<file path="src/vct_pkg.sv">
// Shared types and constants for the voxel crop and threshold classifier.
// Depends on nothing; every other file of the block imports it.
package vct_pkg;

  localparam int MAX_DIM = 4096;
  localparam int POS_W   = $clog2(MAX_DIM);
  localparam int DIM_W   = POS_W + 1;
  localparam int INT_W   = 8;
  localparam int SPACE_W = 32;
  localparam int COORD_W = 44;
  localparam int BOX_W   = 3 * DIM_W;
  localparam int DATA_W  = 64;
  localparam int ADDR_W  = 6;

  localparam logic [DIM_W-1:0] DIM_MAX   = DIM_W'(MAX_DIM);
  localparam logic [POS_W-1:0] SLICE_TOP = POS_W'(MAX_DIM - 1);

  localparam logic [DIM_W-1:0]   RST_ROW_LENGTH = DIM_W'(4096);
  localparam logic [DIM_W-1:0]   RST_ROWS       = DIM_W'(4096);
  localparam logic [BOX_W-1:0]   RST_CROP_LOW   = '0;
  localparam logic [BOX_W-1:0]   RST_CROP_HIGH  = BOX_W'(64'd274911465472);
  localparam logic [SPACE_W-1:0] RST_SPACING    = SPACE_W'(65536);
  localparam logic [INT_W-1:0]   RST_LEVEL      = INT_W'(128);

  typedef enum logic [2:0] {
    REG_ROW_LENGTH,
    REG_ROWS_PER_SLICE,
    REG_CROP_LOW,
    REG_CROP_HIGH,
    REG_SPACING_X,
    REG_SPACING_Y,
    REG_SPACING_Z,
    REG_LEVEL
  } reg_idx_t;

  // Settings as the datapath uses them: sizes already clamped, bounds unpacked.
  typedef struct packed {
    logic [DIM_W-1:0]   cols;
    logic [DIM_W-1:0]   rows;
    logic [DIM_W-1:0]   lo_x;
    logic [DIM_W-1:0]   lo_y;
    logic [DIM_W-1:0]   lo_z;
    logic [DIM_W-1:0]   hi_x;
    logic [DIM_W-1:0]   hi_y;
    logic [DIM_W-1:0]   hi_z;
    logic [SPACE_W-1:0] spacing_x;
    logic [SPACE_W-1:0] spacing_y;
    logic [SPACE_W-1:0] spacing_z;
    logic [INT_W-1:0]   level;
  } cfg_t;

  typedef struct packed {
    logic               is_vessel;
    logic [COORD_W-1:0] coord_x;
    logic [COORD_W-1:0] coord_y;
    logic [COORD_W-1:0] coord_z;
  } result_t;

  function automatic logic [DIM_W-1:0] clamp_size(input logic [DIM_W-1:0] v);
    logic [DIM_W-1:0] r;
    if (v == '0) begin
      r = DIM_W'(1);
    end else if (v > DIM_MAX) begin
      r = DIM_MAX;
    end else begin
      r = v;
    end
    return r;
  endfunction

endpackage

</file>
<file path="src/vct_if.sv">
// Stream channel interfaces for voxel words in and classified words out.
// Depends on vct_pkg for field widths.
interface vct_in_if import vct_pkg::*; ();
  logic             valid;
  logic             ready;
  logic [INT_W-1:0] intensity_byte;
  logic             frame_start;

  modport source(output valid, intensity_byte, frame_start, input ready);
  modport sink(input valid, intensity_byte, frame_start, output ready);
endinterface

interface vct_out_if import vct_pkg::*; ();
  logic               valid;
  logic               ready;
  logic               is_vessel;
  logic [COORD_W-1:0] coord_x;
  logic [COORD_W-1:0] coord_y;
  logic [COORD_W-1:0] coord_z;

  modport source(output valid, is_vessel, coord_x, coord_y, coord_z, input ready);
  modport sink(input valid, is_vessel, coord_x, coord_y, coord_z, output ready);
endinterface

</file>
<file path="src/vct_regs.sv">
// APB-style register file: holds the eight settings and presents them as cfg_t.
// Depends on vct_pkg.
module vct_regs import vct_pkg::*; (
  input  logic              clk,
  input  logic              rst,
  input  logic              psel,
  input  logic              penable,
  input  logic              pwrite,
  input  logic [ADDR_W-1:0] paddr,
  input  logic [DATA_W-1:0] pwdata,
  output logic [DATA_W-1:0] prdata,
  output cfg_t              cfg
);

  logic [DIM_W-1:0]   row_length;
  logic [DIM_W-1:0]   rows_per_slice;
  logic [BOX_W-1:0]   crop_low;
  logic [BOX_W-1:0]   crop_high;
  logic [SPACE_W-1:0] spacing_x;
  logic [SPACE_W-1:0] spacing_y;
  logic [SPACE_W-1:0] spacing_z;
  logic [INT_W-1:0]   level;

  reg_idx_t idx;
  logic     wr_en;

  assign idx   = reg_idx_t'(paddr[ADDR_W-1:3]);
  assign wr_en = psel && penable && pwrite;

  always_ff @(posedge clk) begin
    if (rst) begin
      row_length     <= RST_ROW_LENGTH;
      rows_per_slice <= RST_ROWS;
      crop_low       <= RST_CROP_LOW;
      crop_high      <= RST_CROP_HIGH;
      spacing_x      <= RST_SPACING;
      spacing_y      <= RST_SPACING;
      spacing_z      <= RST_SPACING;
      level          <= RST_LEVEL;
    end else if (wr_en) begin
      unique case (idx)
        REG_ROW_LENGTH:     row_length     <= pwdata[DIM_W-1:0];
        REG_ROWS_PER_SLICE: rows_per_slice <= pwdata[DIM_W-1:0];
        REG_CROP_LOW:       crop_low       <= pwdata[BOX_W-1:0];
        REG_CROP_HIGH:      crop_high      <= pwdata[BOX_W-1:0];
        REG_SPACING_X:      spacing_x      <= pwdata[SPACE_W-1:0];
        REG_SPACING_Y:      spacing_y      <= pwdata[SPACE_W-1:0];
        REG_SPACING_Z:      spacing_z      <= pwdata[SPACE_W-1:0];
        REG_LEVEL:          level          <= pwdata[INT_W-1:0];
        default: ;
      endcase
    end
  end

  always_comb begin
    unique case (idx)
      REG_ROW_LENGTH:     prdata = DATA_W'(row_length);
      REG_ROWS_PER_SLICE: prdata = DATA_W'(rows_per_slice);
      REG_CROP_LOW:       prdata = DATA_W'(crop_low);
      REG_CROP_HIGH:      prdata = DATA_W'(crop_high);
      REG_SPACING_X:      prdata = DATA_W'(spacing_x);
      REG_SPACING_Y:      prdata = DATA_W'(spacing_y);
      REG_SPACING_Z:      prdata = DATA_W'(spacing_z);
      REG_LEVEL:          prdata = DATA_W'(level);
      default:            prdata = '0;
    endcase
  end

  always_comb begin
    cfg.cols      = clamp_size(row_length);
    cfg.rows      = clamp_size(rows_per_slice);
    cfg.lo_x      = crop_low[DIM_W-1:0];
    cfg.lo_y      = crop_low[2*DIM_W-1:DIM_W];
    cfg.lo_z      = crop_low[3*DIM_W-1:2*DIM_W];
    cfg.hi_x      = crop_high[DIM_W-1:0];
    cfg.hi_y      = crop_high[2*DIM_W-1:DIM_W];
    cfg.hi_z      = crop_high[3*DIM_W-1:2*DIM_W];
    cfg.spacing_x = spacing_x;
    cfg.spacing_y = spacing_y;
    cfg.spacing_z = spacing_z;
    cfg.level     = level;
  end

endmodule

</file>
<file path="src/vct_cell.sv">
// Per-voxel classification: crop box test, threshold compare, cell-centre coordinates.
// Purely combinational; depends on vct_pkg.
module vct_cell import vct_pkg::*; (
  input  cfg_t             cfg,
  input  logic [POS_W-1:0] pos_x,
  input  logic [POS_W-1:0] pos_y,
  input  logic [POS_W-1:0] pos_z,
  input  logic [INT_W-1:0] intensity,
  output logic             in_box,
  output result_t          res
);

  localparam int ODD_W  = POS_W + 1;
  localparam int PROD_W = ODD_W + SPACE_W;

  // (2*(pos-low)+1)*spacing, halved; only used when pos >= low.
  function automatic logic [COORD_W-1:0] centre(input logic [POS_W-1:0]   pos,
                                                input logic [DIM_W-1:0]   low,
                                                input logic [SPACE_W-1:0] spacing);
    logic [DIM_W-1:0]  diff;
    logic [ODD_W-1:0]  odd;
    logic [PROD_W-1:0] prod;
    diff = {1'b0, pos} - low;
    odd  = {diff[POS_W-1:0], 1'b1};
    prod = PROD_W'(odd) * PROD_W'(spacing);
    return prod[COORD_W:1];
  endfunction

  logic in_x, in_y, in_z;

  assign in_x   = ({1'b0, pos_x} >= cfg.lo_x) && ({1'b0, pos_x} < cfg.hi_x);
  assign in_y   = ({1'b0, pos_y} >= cfg.lo_y) && ({1'b0, pos_y} < cfg.hi_y);
  assign in_z   = ({1'b0, pos_z} >= cfg.lo_z) && ({1'b0, pos_z} < cfg.hi_z);
  assign in_box = in_x && in_y && in_z;

  assign res.is_vessel = intensity >= cfg.level;
  assign res.coord_x   = centre(pos_x, cfg.lo_x, cfg.spacing_x);
  assign res.coord_y   = centre(pos_y, cfg.lo_y, cfg.spacing_y);
  assign res.coord_z   = centre(pos_z, cfg.lo_z, cfg.spacing_z);

endmodule

</file>
<file path="src/voxel_crop_threshold_classifier.sv">
// Voxel crop and threshold classifier: top level with position counters and pipeline.
// Depends on vct_pkg, vct_if, vct_regs and vct_cell.
//
// One voxel word enters per cycle, unless a stalled output holds back the input
// stage, in raster order (x fastest, then y, then z); frame_start puts the word at
// position zero. A voxel inside the crop box [crop_low, crop_high) passes from the
// input register to the output register as a word holding the vessel flag and its
// cell-centre coordinates in Q28.16; a voxel outside the box gives no word.
// Throughput is one voxel per cycle while the output is not stalled, set by the
// input register and the output register, with the three 13x32 coordinate
// multiplies between them. Settings are written over the APB port at byte address
// 8*index and may only change while no voxel is in flight.
module voxel_crop_threshold_classifier import vct_pkg::*; (
  input  logic              clk,
  input  logic              rst,
  input  logic              psel,
  input  logic              penable,
  input  logic              pwrite,
  input  logic [ADDR_W-1:0] paddr,
  input  logic [DATA_W-1:0] pwdata,
  output logic [DATA_W-1:0] prdata,
  output logic              pready,
  vct_in_if.sink            in_ch,
  vct_out_if.source         out_ch
);

  cfg_t cfg;

  vct_regs u_regs (
    .clk     (clk),
    .rst     (rst),
    .psel    (psel),
    .penable (penable),
    .pwrite  (pwrite),
    .paddr   (paddr),
    .pwdata  (pwdata),
    .prdata  (prdata),
    .cfg     (cfg)
  );

  assign pready = 1'b1;

  // Position of the next voxel
  logic [POS_W-1:0] col_cnt, row_cnt, slc_cnt;
  logic [POS_W-1:0] col_next, row_next, slc_next;
  logic [POS_W-1:0] pos_i, pos_j, pos_k;

  // Input stage
  logic             s1_valid;
  logic [INT_W-1:0] s1_int;
  logic [POS_W-1:0] s1_i, s1_j, s1_k;

  // Output stage
  logic    out_valid;
  result_t out_word;

  logic    in_acc, s1_adv, in_box;
  result_t res;

  assign pos_i = in_ch.frame_start ? '0 : col_cnt;
  assign pos_j = in_ch.frame_start ? '0 : row_cnt;
  assign pos_k = in_ch.frame_start ? '0 : slc_cnt;

  always_comb begin
    col_next = pos_i + POS_W'(1);
    row_next = pos_j;
    slc_next = pos_k;
    if (({1'b0, pos_i} + DIM_W'(1)) >= cfg.cols) begin
      col_next = '0;
      if (({1'b0, pos_j} + DIM_W'(1)) >= cfg.rows) begin
        row_next = '0;
        // saturate at the last slice
        if (pos_k < SLICE_TOP) begin
          slc_next = pos_k + POS_W'(1);
        end
      end else begin
        row_next = pos_j + POS_W'(1);
      end
    end
  end

  vct_cell u_cell (
    .cfg       (cfg),
    .pos_x     (s1_i),
    .pos_y     (s1_j),
    .pos_z     (s1_k),
    .intensity (s1_int),
    .in_box    (in_box),
    .res       (res)
  );

  // Drop words outside the box; otherwise advance when the output slot frees.
  assign s1_adv      = s1_valid && (!in_box || !out_valid || out_ch.ready);
  assign in_ch.ready = !s1_valid || s1_adv;
  assign in_acc      = in_ch.valid && in_ch.ready;

  always_ff @(posedge clk) begin
    if (rst) begin
      col_cnt   <= '0;
      row_cnt   <= '0;
      slc_cnt   <= '0;
      s1_valid  <= 1'b0;
      out_valid <= 1'b0;
    end else begin
      if (in_acc) begin
        col_cnt <= col_next;
        row_cnt <= row_next;
        slc_cnt <= slc_next;
      end
      if (in_acc) begin
        s1_valid <= 1'b1;
      end else if (s1_adv) begin
        s1_valid <= 1'b0;
      end
      if (s1_adv && in_box) begin
        out_valid <= 1'b1;
      end else if (out_ch.ready) begin
        out_valid <= 1'b0;
      end
    end
  end

  always_ff @(posedge clk) begin
    if (in_acc) begin
      s1_int <= in_ch.intensity_byte;
      s1_i   <= pos_i;
      s1_j   <= pos_j;
      s1_k   <= pos_k;
    end
    if (s1_adv && in_box) begin
      out_word <= res;
    end
  end

  assign out_ch.valid     = out_valid;
  assign out_ch.is_vessel = out_word.is_vessel;
  assign out_ch.coord_x   = out_word.coord_x;
  assign out_ch.coord_y   = out_word.coord_y;
  assign out_ch.coord_z   = out_word.coord_z;

endmodule

</file>
<file path="src/flat_wrapper.sv">
// flat-port wrapper written by rule: the top's interface ports become plain ports
module voxel_crop_threshold_classifier_flat import vct_pkg::*;
  (clk, rst, psel, penable, pwrite, paddr, pwdata, prdata, pready, in_ch_valid, in_ch_intensity_byte, in_ch_frame_start, in_ch_ready, out_ch_valid, out_ch_is_vessel, out_ch_coord_x, out_ch_coord_y, out_ch_coord_z, out_ch_ready);
  vct_in_if in_ch_i ();
  vct_out_if out_ch_i ();
  input  logic clk;
  input  logic rst;
  input  logic psel;
  input  logic penable;
  input  logic pwrite;
  input  logic [ADDR_W-1:0] paddr;
  input  logic [DATA_W-1:0] pwdata;
  output logic [DATA_W-1:0] prdata;
  output logic pready;
  input wire logic [$bits(in_ch_i.valid)-1:0] in_ch_valid;
  input wire logic [$bits(in_ch_i.intensity_byte)-1:0] in_ch_intensity_byte;
  input wire logic [$bits(in_ch_i.frame_start)-1:0] in_ch_frame_start;
  output wire logic [$bits(in_ch_i.ready)-1:0] in_ch_ready;
  output wire logic [$bits(out_ch_i.valid)-1:0] out_ch_valid;
  output wire logic [$bits(out_ch_i.is_vessel)-1:0] out_ch_is_vessel;
  output wire logic [$bits(out_ch_i.coord_x)-1:0] out_ch_coord_x;
  output wire logic [$bits(out_ch_i.coord_y)-1:0] out_ch_coord_y;
  output wire logic [$bits(out_ch_i.coord_z)-1:0] out_ch_coord_z;
  input wire logic [$bits(out_ch_i.ready)-1:0] out_ch_ready;
  assign in_ch_i.valid = in_ch_valid;
  assign in_ch_i.intensity_byte = in_ch_intensity_byte;
  assign in_ch_i.frame_start = in_ch_frame_start;
  assign in_ch_ready = in_ch_i.ready;
  assign out_ch_valid = out_ch_i.valid;
  assign out_ch_is_vessel = out_ch_i.is_vessel;
  assign out_ch_coord_x = out_ch_i.coord_x;
  assign out_ch_coord_y = out_ch_i.coord_y;
  assign out_ch_coord_z = out_ch_i.coord_z;
  assign out_ch_i.ready = out_ch_ready;
  voxel_crop_threshold_classifier u_core (.clk(clk), .rst(rst), .psel(psel), .penable(penable), .pwrite(pwrite), .paddr(paddr), .pwdata(pwdata), .prdata(prdata), .pready(pready), .in_ch(in_ch_i), .out_ch(out_ch_i));
endmodule
</file>
<file path="config.mk">
export PLATFORM = sky130hd
export DESIGN_NAME = voxel_crop_threshold_classifier_flat
export DESIGN_NICKNAME = d
export VERILOG_FILES = /design/src/vct_pkg.sv /design/src/vct_if.sv /design/src/vct_regs.sv /design/src/vct_cell.sv /design/src/voxel_crop_threshold_classifier.sv /design/src/flat_wrapper.sv
export SDC_FILE = /design/constraint.sdc
export NUM_CORES = 2
export LEC_CHECK = 0
export ABC_AREA = 1
export BUFFER_PORTS_ARGS = -buffer_cell sky130_fd_sc_hd__buf_2
export CORE_UTILIZATION = 35
export CTS_CLUSTER_SIZE = 30
export DETAILED_ROUTE_END_ITERATION = 8
export PLACE_DENSITY_LB_ADDON = 0.08
export SETUP_SLACK_MARGIN = 0.2
export SYNTH_ARGS = -nofsm -noshare
export SYNTH_HDL_FRONTEND = slang
export SYNTH_SLANG_ARGS = --single-unit
</file>
<file path="constraint.sdc">
create_clock -name clk -period 10.9 [get_ports clk]
set_clock_uncertainty 0.05 [all_clocks]
set_input_delay 1.635 -clock clk [delete_from_list [all_inputs] [get_ports clk]]
set_output_delay 1.635 -clock clk [all_outputs]
set_load 0.01 [all_outputs]
</file>
==> out/qor.csv <==
stage,metric,value,unit
outcome,status,finished clean,
sta,Worst-Margin Slew,1.246,ns
power_and_ir_drop,clock network power share,0.379,
yosys,Yosys cell types,52,
routing,DR vias,48660,
routing,Iter 0 DRT Violations,3931,
sta,Setup TNS,0,ns
routing,Final ANT Viol Nets,0,
setup_path,"most used cell, CP",nand2_1,
clock_tree,CTS clock-pin slew for the worst setup and hold paths,0.06,ns
sta,RSZ-0062 raised after global routing,no,
placement,DP HPWL,174800,um
sta,fin crit share,0.7573,
setup_path,startpoint types,flip-flop,
power_and_ir_drop,PwrDens,79.13,nW/um^2
grt,via count of the first global-routing pass,50240,
floorplan,# IOs,286,
clock_tree,CTS Buffer Depth,3,
sta,Peak Freq,121.1,MHz
sta,Final Max Slew Viols,0,
grt,total gr overflow,0,
setup_path,largest fanout on the critical path,23,
cells_and_area,final net count,8880,
sta,setup ws final,2.645,ns
yosys,YS warnings,0,
hold_path,worst hold path class,flip-flop to flip-flop,
clock_tree,CTS Hold Buffers Added,0,
clock_tree,worst skew pair latency,0.75,ns
power_and_ir_drop,Net Sw Power,1895,uW
clock_tree,Clock Sinks,423,
clock_tree,Post CTS Setup Buffer Count,0,
setup_path,Arrival @ worst endpoint,8.71,ns
power_and_ir_drop,power share of the combinational group,0.273,
flow_run,Max Cap Viol,0,
grt,initial antenna violation count,20,
floorplan,Die ar.,169900,um^2
sta,slew margin rel.,0.1691,
yosys,"Primary FF master, synth",dfxtp_1,
yosys,Gate Count Post-Synth,7368,
floorplan,Initial Utilization,0.3526,
floorplan,core footprint,167000,um^2
placement,gp weighted congestion,0.9173,
sta,final setup violation count,0,
placement,Placed Cells incl. Taps,9570,
sta,Final Hold Fails,0,
clock_tree,CTS HTree Levels,2,
grt,global-route met2 utilization,0.4157,
power_and_ir_drop,internal power,3155,uW
clock_tree,CTS Buf Count,57,
routing,Pre-Repair DR Iteration Count,7,
routing,via/cell ratio,5.027,
yosys,Post-synth ARST share,0,
yosys,Synth Cell Area,58900,um^2
floorplan,die height,412.2,um
grt,GRT Total Usage,0.2568,
grt,met3 GRT Util,0.03769,
yosys,Post-synth EDFFs,177,
power_and_ir_drop,peak supply drop,139.4,uV
setup_path,Worst path slowest cell,clkinv_1,
setup_path,crit-path max cell delay,0.64,ns
routing,Final Routed Wirelength,215600,um
floorplan,row cnt,150,
setup_path,required time worst endpoint,11.36,ns
placement,count of input and output buffers,231,
yosys,Mapped Avg Cell Area,7.994,um^2
clock_tree,CTS tree,done,
placement,dpl ws,2.787,ns
power_and_ir_drop,Sequential Power Share,0.348,
routing,DRC viols,0,
clock_tree,cts repair resizes,0,
grt,first-pass GRT wire length,324900,um
grt,pin count of the biggest net entering global routing,91,
setup_path,Setup CP Type,flip-flop to flip-flop,
cells_and_area,layout cell share with drive strength beyond 1,0.06008,
cells_and_area,"non-filler cells, final",9680,
setup_path,CP endpoint kind,flip-flop,
grt,grt met1 use,0.3550,
power_and_ir_drop,Leakage,0.03093,uW
clock_tree,clk root buf,clkbuf_16,
yosys,Yosys reg bits,423,
floorplan,chip width,412.2,um
power_and_ir_drop,sw frac,0.3752,
sta,fin crit period,8.255,ns
routing,wire per inst,22.28,um
yosys,register area share after synthesis,0.1739,
grt,gr busiest metal,met2,
cells_and_area,Area Growth Syn to Fin,8.351,%
[final timing paths]
path	slack [ns]	cells after the start	end	from
setup reg to reg	2.65	31	u_core.out_ch.coord_y[38]	u_core.s1_j[0]
hold / removal	0.42	2	u_core.slc_cnt[11]	u_core.slc_cnt[11]
setup / recovery	2.65	31	u_core.out_ch.coord_y[38]	u_core.s1_j[0]
hold reg to reg	0.42	2	u_core.slc_cnt[11]	u_core.slc_cnt[11]
[synthesized netlist by cell type, types with 2 or more instances]
master | n | area [um^2]
ha_1 | 376 | 4705
a22oi_1 | 3 | 22.52
o21ai_1 | 5 | 25.02
o21ai_0 | 306 | 1531
xnor2_1 | 54 | 473.0
a21boi_0 | 3 | 22.52
clkinv_1 | 15 | 56.30
a21o_1 | 17 | 127.6
buf_1 | 21 | 78.83
or3_1 | 2 | 12.51
nor2_1 | 686 | 2575
a221oi_1 | 8 | 70.07
or2_1 | 3 | 18.77
nor2_4 | 4 | 45.04
o22ai_1 | 47 | 294.0
nor3_2 | 6 | 60.06
edfxtp_1 | 177 | 5315
xor2_1 | 79 | 691.9
o21bai_1 | 24 | 180.2
clkbuf_1 | 232 | 870.8
buf_6 | 8 | 90.09
nand2_1 | 1591 | 5972
inv_2 | 20 | 75.07
inv_1 | 1527 | 5732
dfxtp_1 | 246 | 4925
nor4_1 | 13 | 81.33
conb_1 | 2 | 7.510
nor2_2 | 8 | 50.05
and3_1 | 13 | 81.33
buf_2 | 17 | 85.08
nand3_1 | 168 | 840.8
nor3_1 | 30 | 150.1
o21a_1 | 4 | 30.03
o211ai_1 | 20 | 150.1
buf_4 | 30 | 225.2
or2_2 | 24 | 150.1
fa_1 | 993 | 19880
a31oi_1 | 33 | 206.5
nand4_1 | 50 | 312.8
o221ai_1 | 22 | 192.7
xor2_2 | 2 | 32.53
a21oi_1 | 469 | 2347
[layer usage]
| layer | up-vias | share of wire |
|---|---|---|
| met2 | 1346 | 0.46 |
| met4 | 14 | 0.031 |
| met3 | 255 | 0.059 |
| li1 | 22540 | - |
| met1 | 24510 | 0.45 |
| met5 | - | 0.00037 |
[area by class of cell]
type / instances / area [um^2]
tap: 2204 / 2758
clock buffer: 70 / 1536
inverter: 1562 / 5868
antenna: 3 / 7.507
fill: 17660 / 103200
sequential: 423 / 10240
timing repair buffer: 282 / 1539
multi-input combinational: 5099 / 41560
clock inverter: 37 / 307.8
[power groups by stage]
stage          clock, uW  sequential (uW)  combinational (uW)
2_1_floorplan          0             1770                 872
3_3_place_gp           0             1790                1390
3_5_place_dp           0             1790                1390
4_1_cts             1980             1750                1390
5_1_grt             2020             1760                1530
6_report            1910             1760                1380
[per-stage QoR]
step | util | hold slack (ns) | total power, uW | cell area, um^2
6_report | 0.3821 | 0.4152 | 5050 | 63820
5_1_grt | 0.3820 | 0.4368 | 5316 | 63810
4_1_cts | 0.3820 | 0.4203 | 5127 | 63810
3_5_place_dp | 0.3710 | 0.4095 | 3174 | 61970
3_3_place_gp | 0.3710 | 0.4008 | 3174 | 61970
2_1_floorplan | - | 0.3891 | 2643 | 58990
[worst max-delay path, delay by kind of cell, from the launching register on]
family,cells,cell delay [ns]
adders and majority gates,8,3.43
and+or+nand+nor,12,2.02
buffers and inverters,7,1.37
AOI/OAI and AO/OA,3,0.50
DFF,1,0.38
xor gates and xnor gates,1,0.26
[registers in the layout, summed over array words and instances, names as in the netlist, 13 cells and up]
register	count
u_core.out_ch.coord_z	44
u_core.out_ch.coord_x	44
u_core.u_regs.spacing_z	32
u_core.u_regs.crop_high	39
u_core.u_regs.row_length	13
u_core.u_regs.rows_per_slice	13
u_core.u_regs.spacing_y	32
u_core.out_ch.coord_y	44
u_core.u_regs.crop_low	39
u_core.u_regs.spacing_x	32
[cells by family after synthesis]
group,share of synthesized area
AND/OR/NAND/NOR,0.1771
buffers and inverters,0.1225
adder cells (fa/ha/maj),0.4174
AO/OA/AOI/OAI,0.08877
flip-flops,0.1739
XOR/XNOR,0.02033
other,0.0001275
[cell usage in the layout (no fill, tap or decap), types with 5 or more instances in the layout]
master	netlist	routed
a21o_1	17	17
inv_2	20	21
nand2_1	1591	1590
buf_4	30	51
ha_1	376	376
o21ai_1	5	5
o21ai_0	306	306
a221oi_1	8	8
inv_1	1527	1525
nor3_1	30	29
clkbuf_1	232	8
dfxtp_1	246	246
conb_1	2	26
a31oi_1	33	33
inv_6	0	5
clkinv_1	15	24
buf_2	17	231
clkinv_2	0	11
o21bai_1	24	24
a21oi_1	469	469
or2_2	24	24
nor4_1	13	13
xor2_1	79	79
xnor2_1	54	54
nor3_2	6	5
nand3_1	168	168
and3_1	13	13
edfxtp_1	177	177
nor2_2	8	8
o211ai_1	20	20
o22ai_1	47	47
nand4_1	50	50
clkbuf_16	0	58
nor2_1	686	686
fa_1	993	991
o221ai_1	22	22
Note: power is estimated with default switching activity, not from simulation.
